## src/hw/rtl/assert_macros.svh

```systemverilog
// assertion helpers, all clocked on clk_i and disabled during reset
`ifndef ASSERT_MACROS_SVH
`define ASSERT_MACROS_SVH
`ifndef NO_ASSERTIONS
`define ASSERT_ALWAYS(lbl, expr) \
  lbl: assert property (@(posedge clk_i) disable iff (!rst_ni) (expr)) \
    else $error("assertion failed");
`define ASSERT_IMPLIES(lbl, ante, cons) \
  lbl: assert property (@(posedge clk_i) disable iff (!rst_ni) (ante) |-> (cons)) \
    else $error("assertion failed");
`define ASSERT_NEXT(lbl, ante, cons) \
  lbl: assert property (@(posedge clk_i) disable iff (!rst_ni) (ante) |=> (cons)) \
    else $error("assertion failed");
`else
`define ASSERT_ALWAYS(lbl, expr)
`define ASSERT_IMPLIES(lbl, ante, cons)
`define ASSERT_NEXT(lbl, ante, cons)
`endif
`endif

```

## src/hw/rtl/tmqp_pkg.sv

```systemverilog
`timescale 1ns / 1ps
`default_nettype none
package tmqp_pkg;

  localparam int unsigned NumQueuesDef  = 16;
  localparam int unsigned NumHeadersDef = 64;

  localparam int unsigned ByteW    = 16;
  localparam int unsigned TypeW    = 31;
  localparam int unsigned SlotW    = 6;
  localparam int unsigned CfgIdxW  = 1;
  localparam int unsigned CfgDataW = 16;

  localparam logic [ByteW-1:0] DefaultQuotaRst = 16'd16384;
  localparam logic [ByteW-1:0] MaxMessageRst   = 16'd8192;

  localparam logic [CfgIdxW-1:0] CfgDefaultQuota = 1'b0;
  localparam logic [CfgIdxW-1:0] CfgMaxMessage   = 1'b1;

  localparam logic [2:0] OpCreate   = 3'd0;
  localparam logic [2:0] OpSend     = 3'd1;
  localparam logic [2:0] OpReceive  = 3'd2;
  localparam logic [2:0] OpRemove   = 3'd3;
  localparam logic [2:0] OpSetQuota = 3'd4;

  typedef enum logic [2:0] {
    StOk        = 3'd0,
    StInvalid   = 3'd1,
    StNoQueue   = 3'd2,
    StFull      = 3'd3,
    StNoMessage = 3'd4,
    StTooBig    = 3'd5
  } status_e;

  typedef struct packed {
    logic [2:0]        op;
    logic [3:0]        queue;
    logic signed [31:0] type_value;
    logic [ByteW-1:0]  byte_count;
    logic              truncate_ok;
  } req_t;

  typedef struct packed {
    status_e           status;
    logic [TypeW-1:0]  got_type;
    logic [ByteW-1:0]  got_bytes;
    logic [SlotW-1:0]  slot;
  } rsp_t;

endpackage
`default_nettype wire

```

## src/hw/rtl/typed_message_queue_pool.sv

```systemverilog
`timescale 1ns / 1ps
`default_nettype none
// Typed message queue pool: NUM_QUEUES fifo queues share NUM_HEADERS message headers
// held on one free list. An item is taken when start_i is high and busy_o is low; its
// result shows on rsp_o while done_o is high for exactly one cycle, and must be captured
// then, since the receiver cannot stall the block. One item is worked at a time: create,
// set quota and items rejected at decode end in S_DECODE; a send adds S_SEND_POP and,
// on a non-empty queue, S_SEND_LINK; a receive walks in S_RECV_WALK (a zero selector
// walks one header), then ends in S_RECV_DONE or S_RECV_FREE; a remove frees each header
// in S_REM_WALK. The walk is set by the single read port of the header memory, one linked
// header per cycle. Config writes are always ready and should be made while busy_o is low.
module typed_message_queue_pool #(
  parameter int unsigned NUM_QUEUES  = tmqp_pkg::NumQueuesDef,
  parameter int unsigned NUM_HEADERS = tmqp_pkg::NumHeadersDef
) (
  input  logic                           clk_i,
  input  logic                           rst_ni,
  input  logic                           start_i,
  input  tmqp_pkg::req_t                 req_i,
  output logic                           busy_o,
  output logic                           done_o,
  output tmqp_pkg::rsp_t                 rsp_o,
  input  logic                           cfg_valid_i,
  output logic                           cfg_ready_o,
  input  logic [tmqp_pkg::CfgIdxW-1:0]   cfg_index_i,
  input  logic [tmqp_pkg::CfgDataW-1:0]  cfg_data_i
);
  import tmqp_pkg::*;

  // header index carries one extra code for "none"
  localparam int unsigned HW = $clog2(NUM_HEADERS + 1);
  localparam int unsigned AW = $clog2(NUM_HEADERS);
  localparam int unsigned QW = (NUM_QUEUES > 1) ? $clog2(NUM_QUEUES) : 1;
  localparam logic [HW-1:0] Nil = HW'(NUM_HEADERS);

  typedef enum logic [7:0] {
    S_IDLE      = 8'b0000_0001,
    S_DECODE    = 8'b0000_0010,
    S_SEND_POP  = 8'b0000_0100,
    S_SEND_LINK = 8'b0000_1000,
    S_RECV_WALK = 8'b0001_0000,
    S_RECV_DONE = 8'b0010_0000,
    S_RECV_FREE = 8'b0100_0000,
    S_REM_WALK  = 8'b1000_0000
  } state_e;

  state_e state_q, state_d;

  // config registers
  logic [ByteW-1:0] dflt_quota_q, max_msg_q;

  // latched item
  req_t req_q;

  // per-queue state; only in_use has a reset, the rest is set by create
  logic [NUM_QUEUES-1:0] in_use_q;
  logic [HW-1:0]    qfirst_q [NUM_QUEUES];
  logic [HW-1:0]    qlast_q  [NUM_QUEUES];
  logic [ByteW-1:0] qused_q  [NUM_QUEUES];
  logic [ByteW-1:0] qquota_q [NUM_QUEUES];

  // header memories, one read address shared by all three
  logic [HW-1:0]    nx_mem [NUM_HEADERS];
  logic [TypeW-1:0] ty_mem [NUM_HEADERS];
  logic [ByteW-1:0] by_mem [NUM_HEADERS];
  logic [HW-1:0]    nx_rd_q;
  logic [TypeW-1:0] ty_rd_q;
  logic [ByteW-1:0] by_rd_q;

  // free list head, and first header never touched since reset; the untouched
  // headers form the tail of the free list in index order
  logic [HW-1:0] free_q, free_d;
  logic [HW-1:0] fresh_q, fresh_d;

  // walk registers
  logic [HW-1:0]    cur_q, cur_d, prev_q, prev_d;
  logic [HW-1:0]    best_q, best_d, bprev_q, bprev_d, bnext_q, bnext_d;
  logic [TypeW-1:0] btype_q, btype_d;
  logic [ByteW-1:0] bbytes_q, bbytes_d;

  rsp_t res_q, res_d;
  logic done_q, done_d;
  logic res_we;

  // queue update controls
  logic [QW-1:0]    qi;
  logic             q_ok;
  logic [HW-1:0]    qf, ql, qf_d, ql_d;
  logic [ByteW-1:0] used, quota, used_d, quota_d;
  logic             q_we, use_set, use_clr;

  // memory controls
  logic             nx_we, hd_we;
  logic [HW-1:0]    nx_waddr, nx_wdata, rd_addr;

  // selector decode
  logic [31:0]      tv_u, mag;
  logic             sel_zero, sel_pos, sel_neg;
  logic [ByteW:0]   quota_sum;
  logic             take, stop;

  assign qi    = QW'(req_q.queue);
  assign q_ok  = (32'(req_q.queue) < NUM_QUEUES);
  assign qf    = qfirst_q[qi];
  assign ql    = qlast_q[qi];
  assign used  = qused_q[qi];
  assign quota = qquota_q[qi];

  assign tv_u     = req_q.type_value;
  assign mag      = ~tv_u + 32'd1;
  assign sel_zero = (tv_u == 32'd0);
  assign sel_neg  = tv_u[31];
  assign sel_pos  = !sel_neg && !sel_zero;
  assign quota_sum = {1'b0, req_q.byte_count} + {1'b0, used};

  // candidate test for the header on the memory output
  always_comb begin
    take = 1'b0;
    stop = (nx_rd_q == Nil);
    if (sel_zero) begin
      take = 1'b1;
      stop = 1'b1;
    end else if (sel_pos) begin
      if ({1'b0, ty_rd_q} == tv_u) begin
        take = 1'b1;
        stop = 1'b1;
      end
    end else if (({1'b0, ty_rd_q} <= mag) && ((best_q == Nil) || (btype_q > ty_rd_q))) begin
      take = 1'b1;
    end
  end

  // sequencer
  always_comb begin
    state_d  = state_q;
    cur_d    = cur_q;
    prev_d   = prev_q;
    best_d   = best_q;
    bprev_d  = bprev_q;
    bnext_d  = bnext_q;
    btype_d  = btype_q;
    bbytes_d = bbytes_q;
    free_d   = free_q;
    fresh_d  = fresh_q;
    q_we     = 1'b0;
    qf_d     = qf;
    ql_d     = ql;
    used_d   = used;
    quota_d  = quota;
    use_set  = 1'b0;
    use_clr  = 1'b0;
    nx_we    = 1'b0;
    nx_waddr = cur_q;
    nx_wdata = Nil;
    hd_we    = 1'b0;
    rd_addr  = cur_q;
    res_we   = 1'b0;
    res_d    = res_q;
    done_d   = 1'b0;

    unique case (state_q)
      S_IDLE: begin
        if (start_i) begin
          state_d = S_DECODE;
        end
      end

      S_DECODE: begin
        res_d.status    = StOk;
        res_d.got_type  = '0;
        res_d.got_bytes = '0;
        res_d.slot      = '0;
        res_we  = 1'b1;
        done_d  = 1'b1;
        state_d = S_IDLE;
        if (req_q.op > OpSetQuota) begin
          res_d.status = StInvalid;
        end else if (!q_ok) begin
          res_d.status = StNoQueue;
        end else if (req_q.op == OpCreate) begin
          if (!in_use_q[qi]) begin
            use_set = 1'b1;
            q_we    = 1'b1;
            qf_d    = Nil;
            ql_d    = Nil;
            used_d  = '0;
            quota_d = dflt_quota_q;
          end
        end else if (!in_use_q[qi]) begin
          res_d.status = StNoQueue;
        end else begin
          case (req_q.op)
            OpSend: begin
              if ((req_q.byte_count > max_msg_q) || sel_neg || sel_zero) begin
                res_d.status = StInvalid;
              end else if ((quota_sum > {1'b0, quota}) || (free_q == Nil)) begin
                res_d.status = StFull;
              end else begin
                // fetch the successor of the free head
                rd_addr = free_q;
                res_we  = 1'b0;
                done_d  = 1'b0;
                state_d = S_SEND_POP;
              end
            end
            OpReceive: begin
              if (qf == Nil) begin
                res_d.status = StNoMessage;
              end else begin
                rd_addr = qf;
                cur_d   = qf;
                prev_d  = Nil;
                best_d  = Nil;
                res_we  = 1'b0;
                done_d  = 1'b0;
                state_d = S_RECV_WALK;
              end
            end
            OpRemove: begin
              // result is already final, the walk only frees headers
              use_clr = 1'b1;
              q_we    = 1'b1;
              qf_d    = Nil;
              ql_d    = Nil;
              used_d  = '0;
              if (qf != Nil) begin
                rd_addr = qf;
                cur_d   = qf;
                done_d  = 1'b0;
                state_d = S_REM_WALK;
              end
            end
            default: begin
              // set quota, any value
              q_we    = 1'b1;
              quota_d = req_q.byte_count;
            end
          endcase
        end
      end

      S_SEND_POP: begin
        // untouched headers chain to the next index
        if (free_q == fresh_q) begin
          free_d  = HW'(free_q + 1'b1);
          fresh_d = HW'(fresh_q + 1'b1);
        end else begin
          free_d = nx_rd_q;
        end
        nx_we    = 1'b1;
        nx_waddr = free_q;
        nx_wdata = Nil;
        hd_we    = 1'b1;
        q_we     = 1'b1;
        if (qf == Nil) begin
          qf_d = free_q;
        end
        ql_d   = free_q;
        used_d = quota_sum[ByteW-1:0];
        cur_d  = free_q;
        prev_d = ql;
        res_we = 1'b1;
        res_d.status    = StOk;
        res_d.got_type  = '0;
        res_d.got_bytes = '0;
        res_d.slot      = SlotW'(free_q);
        if (qf == Nil) begin
          done_d  = 1'b1;
          state_d = S_IDLE;
        end else begin
          state_d = S_SEND_LINK;
        end
      end

      S_SEND_LINK: begin
        nx_we    = 1'b1;
        nx_waddr = prev_q;
        nx_wdata = cur_q;
        done_d   = 1'b1;
        state_d  = S_IDLE;
      end

      S_RECV_WALK: begin
        if (take) begin
          best_d   = cur_q;
          bprev_d  = prev_q;
          bnext_d  = nx_rd_q;
          btype_d  = ty_rd_q;
          bbytes_d = by_rd_q;
        end
        if (stop) begin
          state_d = S_RECV_DONE;
        end else begin
          prev_d  = cur_q;
          cur_d   = nx_rd_q;
          rd_addr = nx_rd_q;
        end
      end

      S_RECV_DONE: begin
        res_we          = 1'b1;
        res_d.status    = StOk;
        res_d.got_type  = '0;
        res_d.got_bytes = '0;
        res_d.slot      = '0;
        if (best_q == Nil) begin
          res_d.status = StNoMessage;
          done_d  = 1'b1;
          state_d = S_IDLE;
        end else if ((req_q.byte_count < bbytes_q) && !req_q.truncate_ok) begin
          res_d.status = StTooBig;
          done_d  = 1'b1;
          state_d = S_IDLE;
        end else begin
          res_d.got_type  = btype_q;
          res_d.got_bytes = (req_q.byte_count < bbytes_q) ? req_q.byte_count : bbytes_q;
          res_d.slot      = SlotW'(best_q);
          q_we   = 1'b1;
          used_d = (used >= bbytes_q) ? (used - bbytes_q) : '0;
          // unlink from the queue
          if (bprev_q == Nil) begin
            qf_d = bnext_q;
          end else begin
            nx_we    = 1'b1;
            nx_waddr = bprev_q;
            nx_wdata = bnext_q;
          end
          if (bnext_q == Nil) begin
            ql_d = bprev_q;
          end
          state_d = S_RECV_FREE;
        end
      end

      S_RECV_FREE: begin
        nx_we    = 1'b1;
        nx_waddr = best_q;
        nx_wdata = free_q;
        free_d   = best_q;
        done_d   = 1'b1;
        state_d  = S_IDLE;
      end

      S_REM_WALK: begin
        // push the current header, follow its old link
        nx_we    = 1'b1;
        nx_waddr = cur_q;
        nx_wdata = free_q;
        free_d   = cur_q;
        if (nx_rd_q == Nil) begin
          done_d  = 1'b1;
          state_d = S_IDLE;
        end else begin
          cur_d   = nx_rd_q;
          rd_addr = nx_rd_q;
        end
      end

      default: begin
        state_d = S_IDLE;
      end
    endcase
  end

  // control registers
  always_ff @(posedge clk_i or negedge rst_ni) begin
    if (!rst_ni) begin
      state_q      <= S_IDLE;
      done_q       <= 1'b0;
      free_q       <= '0;
      fresh_q      <= '0;
      in_use_q     <= '0;
      dflt_quota_q <= DefaultQuotaRst;
      max_msg_q    <= MaxMessageRst;
    end else begin
      state_q <= state_d;
      done_q  <= done_d;
      free_q  <= free_d;
      fresh_q <= fresh_d;
      if (use_set) begin
        in_use_q[qi] <= 1'b1;
      end else if (use_clr) begin
        in_use_q[qi] <= 1'b0;
      end
      if (cfg_valid_i) begin
        unique case (cfg_index_i)
          CfgDefaultQuota: dflt_quota_q <= cfg_data_i;
          CfgMaxMessage:   max_msg_q    <= cfg_data_i;
          default: ;
        endcase
      end
    end
  end

  // payload registers
  always_ff @(posedge clk_i) begin
    if (start_i && !busy_o) begin
      req_q <= req_i;
    end
    cur_q    <= cur_d;
    prev_q   <= prev_d;
    best_q   <= best_d;
    bprev_q  <= bprev_d;
    bnext_q  <= bnext_d;
    btype_q  <= btype_d;
    bbytes_q <= bbytes_d;
    if (res_we) begin
      res_q <= res_d;
    end
    if (q_we) begin
      qfirst_q[qi] <= qf_d;
      qlast_q[qi]  <= ql_d;
      qused_q[qi]  <= used_d;
      qquota_q[qi] <= quota_d;
    end
  end

  // header memories
  always_ff @(posedge clk_i) begin
    if (nx_we) begin
      nx_mem[nx_waddr[AW-1:0]] <= nx_wdata;
    end
    if (hd_we) begin
      ty_mem[free_q[AW-1:0]] <= tv_u[TypeW-1:0];
      by_mem[free_q[AW-1:0]] <= req_q.byte_count;
    end
    nx_rd_q <= nx_mem[rd_addr[AW-1:0]];
    ty_rd_q <= ty_mem[rd_addr[AW-1:0]];
    by_rd_q <= by_mem[rd_addr[AW-1:0]];
  end

  assign busy_o      = (state_q != S_IDLE);
  assign done_o      = done_q;
  assign rsp_o       = res_q;
  assign cfg_ready_o = 1'b1;

`include "assert_macros.svh"

  // result strobe comes with the sequencer back at rest
  `ASSERT_IMPLIES(a_done_idle, done_q, state_q == S_IDLE)
  // an accepted item always makes the block busy
  `ASSERT_NEXT(a_start_busy, start_i && !busy_o, busy_o)
  // untouched-header mark never runs past the pool
  `ASSERT_ALWAYS(a_fresh_range, fresh_q <= Nil)
  // the free head is a real header or none, never beyond
  `ASSERT_ALWAYS(a_free_range, free_q <= Nil)

endmodule
`default_nettype wire
```

## config.mk

```make
export PLATFORM = sky130hd
export DESIGN_NAME = typed_message_queue_pool
export DESIGN_NICKNAME = d
export VERILOG_FILES = /design/src/hw/rtl/tmqp_pkg.sv /design/src/hw/rtl/typed_message_queue_pool.sv
export VERILOG_INCLUDE_DIRS = /design/src /design/src/hw/rtl
export SDC_FILE = /design/constraint.sdc
export NUM_CORES = 2
export LEC_CHECK = 0
export ABC_AREA = 0
export BUFFER_PORTS_ARGS = -buffer_cell sky130_fd_sc_hd__buf_2
export CORE_UTILIZATION = 35
export DETAILED_ROUTE_END_ITERATION = 10
export HOLD_SLACK_MARGIN = 0.05
export SLEW_MARGIN = 5
export SYNTH_ARGS = -nofsm -noshare
export SYNTH_HDL_FRONTEND = slang
export SYNTH_MEMORY_MAX_BITS = 65536
export SYNTH_SLANG_ARGS = --single-unit
```

## constraint.sdc

```tcl
create_clock -name clk_i -period 18.6 [get_ports clk_i]
set_clock_uncertainty 0.1 [all_clocks]
set_input_delay 3.72 -clock clk_i [delete_from_list [all_inputs] [get_ports clk_i]]
set_output_delay 3.72 -clock clk_i [all_outputs]
set_load 0.02 [all_outputs]
```

* Yosys cells after proc, flatten, opt, wreduce, memory -nomap -nowiden
Memories as Yosys holds them, arrays and structs flattened. A register that Yosys moved wholly into a read port is not among the register bits. Cells that the tools add are included.
Word-level totals: register bits 265, bits in latches 0, RAM bits 4192, bits in read-only memories 0, bits of input ports 77, output and inout bits 59, logic and storage cells 275, memories kept 7
Memories:
- ty_mem | depth 64, bits a word 31, read ports 1, clocked after Yosys merged registers in 1, write ports 1, line typed_message_queue_pool.sv:64 | logic [TypeW-1:0] ty_mem [NUM_HEADERS];
- by_mem | depth 64, bits a word 16, read ports 1, clocked after Yosys merged registers in 1, write ports 1, line typed_message_queue_pool.sv:65 | logic [ByteW-1:0] by_mem [NUM_HEADERS];
- nx_mem | depth 64, bits a word 7, read ports 1, clocked after Yosys merged registers in 1, write ports 1, line typed_message_queue_pool.sv:63 | logic [HW-1:0] nx_mem [NUM_HEADERS];
- qquota_q | depth 16, bits a word 16, read ports 1, clocked after Yosys merged registers in 1, write ports 1, line typed_message_queue_pool.sv:60 | logic [ByteW-1:0] qquota_q [NUM_QUEUES];
- qused_q | depth 16, bits a word 16, read ports 1, clocked after Yosys merged registers in 1, write ports 1, line typed_message_queue_pool.sv:59 | logic [ByteW-1:0] qused_q [NUM_QUEUES];
- qfirst_q | depth 16, bits a word 7, read ports 1, clocked after Yosys merged registers in 1, write ports 1, line typed_message_queue_pool.sv:57 | logic [HW-1:0] qfirst_q [NUM_QUEUES];
- 1 more memories
Operators by class: add/subtract/negate cells 5, multipliers 0, div/mod/pow operators 0, magnitude comparators 9, equal/unequal tests 32, shift operators 0, muxes and demuxes 158, bitwise gates (word level) 5, reductions and logical operators 36
Operators by type and width (count):
- $mux W16 | 17
- $mux W7 | 37
- $pmux W56 S3 | 1
- $mux W53 | 2
- $pmux W7 S3 | 5
- $mux W8 | 7
- $mux W6 | 8
- $pmux W16 S3 | 1
- $pmux W8 S6 | 1
- $mux W1 | 47
- $eq A7 B7 Y1 const B | 6
- $pmux W6 S3 | 2
- $add A32 B1 Y32 const B | 1
- $eq A31 B32 Y1 | 1
- $le A31 B32 Y1 | 1
- $logic_not A32 Y1 | 1
- $not A32 Y32 | 1
- $gt A31 B31 Y1 | 1
- $pmux W7 S2 | 2
- $pmux W7 S4 | 1
- $mux W3 | 8
- $pmux W6 S4 | 1
- $pmux W8 S3 | 1
- $mux W4 | 5
- other kinds (52) | 87

* Longest topological paths before layout
word-level depth 11, gate-level depth with buffers 39

* Worst setup path before layout
No wires, ideal clock.
path kind flip-flop to flip-flop, start register (tool-made name), end register res_q, in the netlist rsp_o[0] (enable), arrival time 11350 ps, path slack 6603 ps, stages on the path, launching flop included 33, cell sequence dfxtp_1 clkbuf_1 buf_2 buf_2 clkbuf_1 clkbuf_1 buf_1 mux4_2 mux4_2 ha_1 a21o_1 a21oi_1 o21bai_1 a21oi_1 nor2b_1 o21a_1 o21ai_0 a21oi_1 o41a_1 a31oi_1 xnor2_1 inv_1 ha_1 nand2_1 or4_1 a31o_2 a31oi_1 a31o_2 nor2_1 nand2_1 a21o_1 nor3_1 o21ai_0
RTL lines:
- end signal: assignment | line typed_message_queue_pool.sv:408 | res_q <= res_d;
- end: declaration | line typed_message_queue_pool.sv:81 | rsp_t res_q, res_d;

==> metrics.txt <==
result of the run=complete, no violations; total of flip-flops plus latches after synthesis=4515; setup repair after global routing missed its margin=false; Global Route met3 Usage=3.83%; met1 routing resource usage after global routing=29.9%; maximum vdd ir drop=0.0907 mV; worst hold slack=308 ps; Fin. Hold Viols=0; number of nets in the layout=12580; number of distinct library cells after synthesis=82; category of the worst setup path launch point=register; drt pass-1 iters=8; # fillers=46421; Resize count post-CTS=0; critical path type=reg -> reg; category of the worst setup path capture point=register; warnings from Yosys=0; die width=718 um; most congested layer reported by global routing=met2; maximum fanout along the worst path=130; Sinks on Clock Net=4515; via count of the first global-routing pass=104812; Avg Vias per Cell=5.71; pin count of the biggest net entering global routing=177; static power due to leakage=67.7 nW; sequential area share after synthesis=75.0%; number of rows in the core area=262; final core utilization=40.0%; Highest Clock Rate=91.3 MHz; primary flip-flop cell chosen by synthesis mapping=edfxtp_1; starting density of the core=35.2%; non-filler instance count after layout=19480; Tcrit/Tclk final=58.9%; weighted congestion reported at the end of routability-driven placement=0.874; share of flip-flops with an asynchronous set or reset after synthesis=1.57%; placed cell count=18649; Multi-input gate area=42300 um^2; top post-synthesis cells by area=edfxtp_1 (73%), nand2_1 (5.9%), nand3_1 (3.0%), mux4_2 (2.9%), mux2i_1 (2.6%); clock tree from TritonCTS=yes; Power, Total=23.4 mW; CORE AREA=510000 um^2; areal power density over the cells=115 nW/um^2; Inserted Clock Buffers=433; number of top-level pins=136; footprint of the flip-flops and latches=135000 um^2; post-synth design cell area=180000 um^2; routed length per placed instance=29.9 um; actual slew at the worst max-slew pin=1280 ps; root buffer cell=clkbuf_16; cell count after synthesis=12154; Final Routed Wirelength=582 mm; most frequent cell on the critical path=buf_4; latest clock arrival within the worst-skew pair=1040 ps; max_cap viols=0; Tot GR Track Use=21.7%; number of pins exceeding their max-slew limit in the final report=0; number of post-CTS setup repair buffers=0; shortest period the worst path allows=10950 ps; average cell area after synthesis=14.8 um^2; fraction of layout cells with a size suffix above 1=12.0%; global-route congestion overflow total=0; via count=111251; Post-Synthesis Net Count=12380; number of antenna violations at the first check in global routing=39; number of buffers on the longest clock path=4; area overhead of the layout relative to synthesis=13.6%; half-perimeter wire length after detailed placement=310 mm; worst max-slew margin expressed relative to the limit=14.1%; number of synthesized flops with an enable pin=4386; height of the chip=718 um; area of the die=516000 um^2; Hold/Removal Path Class=reg -> reg; crit path max-delay cell type=buf_4; DRC violations left=0; number of DRC markers in iteration 0=16474; setup-violating endpoint count in the final report=0; Required @ worst endpoint=19420 ps; remaining number of nets flagged by the antenna check after routing=0; number of buffers inserted by port buffering=134; largest stage delay on the critical path=720 ps; endpoint arrival time on the critical path=11770 ps; H-tree depth reported by CTS=5; post-synth top area share=73.3%; wire length of the first global-routing pass=809 mm; clock slew at the register clock pins of the worst setup and hold paths=60 ps; post-synth top area cell=edfxtp_1; final sum of negative setup slack=0 ps; CTS Hold Buffers Added=0; Global Route met2 Usage=34.4%
==> stage by stage <==
stage | area [um^2] | setup WS, ps
2_1_floorplan | 180000 | 6600
3_3_place_gp | 189000 | 7720
3_5_place_dp | 189000 | 7780
4_1_cts | 204000 | 7830
5_1_grt | 204000 | 7230
6_report | 204000 | 7650
==> routing by layer <==
layer | part of all wire [%] | vias to the layer above
met5 | 0.0072 | -
met4 | 4.2 | 6
met1 | 40 | 56944
met2 | 46 | 6504
met3 | 10 | 1194
li1 | - | 46603
==> path summary, 6_finish.rpt <==
path                        startpoint            to  slack (ps)  cells after the start
setup / recovery              register    ty_rd_q[4]        7650                     32
hold / removal             by_rd_q[12]  bbytes_q[12]         310                      0
setup reg to reg              register    ty_rd_q[4]        7650                     32
hold reg to reg            by_rd_q[12]  bbytes_q[12]         310                      0
max in group asynchronous       rst_ni    fresh_q[3]       14840                      1
min in group asynchronous       rst_ni  max_msg_q[3]        2810                      1
==> registers in the layout, summed over array words and instances, names as in the netlist, 8 cells and up, named ones only <==
register,count
by_rd_q,16
rsp_o,56
nx_mem,448
btype_q,31
qfirst_q,112
tv_u,32
bbytes_q,16
max_msg_q,16
req_q,20
ty_rd_q,31
qlast_q,112
by_mem,1024
qused_q,256
qquota_q,256
ty_mem,1984
state_q,8
dflt_quota_q,16
==> area by class of cell <==
class	count	share of cell area [%]
Clock buffer	558	5.72
Multi-Input combinational cell	6804	20.7
Inverter	125	0.230
Antenna cell	15	0.0184
Tap cell	6732	4.13
Sequential cell	4515	66.0
Timing Repair Buffer	475	1.71
Clock inverter	256	1.44
==> power breakdown <==
part	switching [mW]	total [mW]	internal [mW]
clock	3.94	9.16	5.22
combinational	1.60	2.35	0.744
sequential	0.0839	11.9	11.8
==> critical path, delay by kind of cell, from the launching register on <==
kind / cells / cell delay (ps)
buf+inv: 7 / 3370
mux: 3 / 1210
compound gates: 13 / 2550
flops: 1 / 330
fa+ha+maj: 2 / 630
xor+xnor: 1 / 190
simple gates: 6 / 2040
==> cells by family (layout without fill, tap and decap cells) <==
kind of cell               count (synthesis)  after routing  synth area share [%]
AOI/OAI and AO/OA                       1016           1016                  4.12
xor gates and xnor gates                  98             98                 0.478
adders and majority gates                149            149                  1.05
buffers and inverters                    835           1414                  1.90
DFF                                     4515           4515                  75.0
muxes                                    732            732                  5.69
other                                      1             16               0.00209
and+or+nand+nor                         4808           4808                  11.8
==> cell usage after synthesis, types with 147 or more instances <==
master	instances
ha_1	147
mux2i_1	467
a21oi_1	161
nor2_1	269
nand3_1	1082
clkbuf_1	359
nand2_1	2808
nand4_1	304
mux4_2	228
a32oi_1	346
edfxtp_1	4386
buf_2	207
==> layout by cell type (no fill, tap or decap), types with 42 or more instances in the layout <==
master	n
a21o_1	48
a21oi_1	161
a31oi_1	53
a32oi_1	346
and2_1	42
and3_1	55
buf_2	133
buf_4	321
bufinv_16	56
clkbuf_1	90
clkbuf_16	435
clkinv_1	81
clkinv_2	73
dfrtp_1	68
dfxtp_1	54
edfxtp_1	4386
ha_1	147
inv_1	118
mux2i_1	467
mux4_2	228
nand2_1	2806
nand3_1	1081
nand4_1	304
nor2_1	186
nor2_4	82
nor3_1	44
o2111ai_1	46
o21ai_0	143
xor2_1	63
No activity file was read; power rests on OpenSTA's default activity.
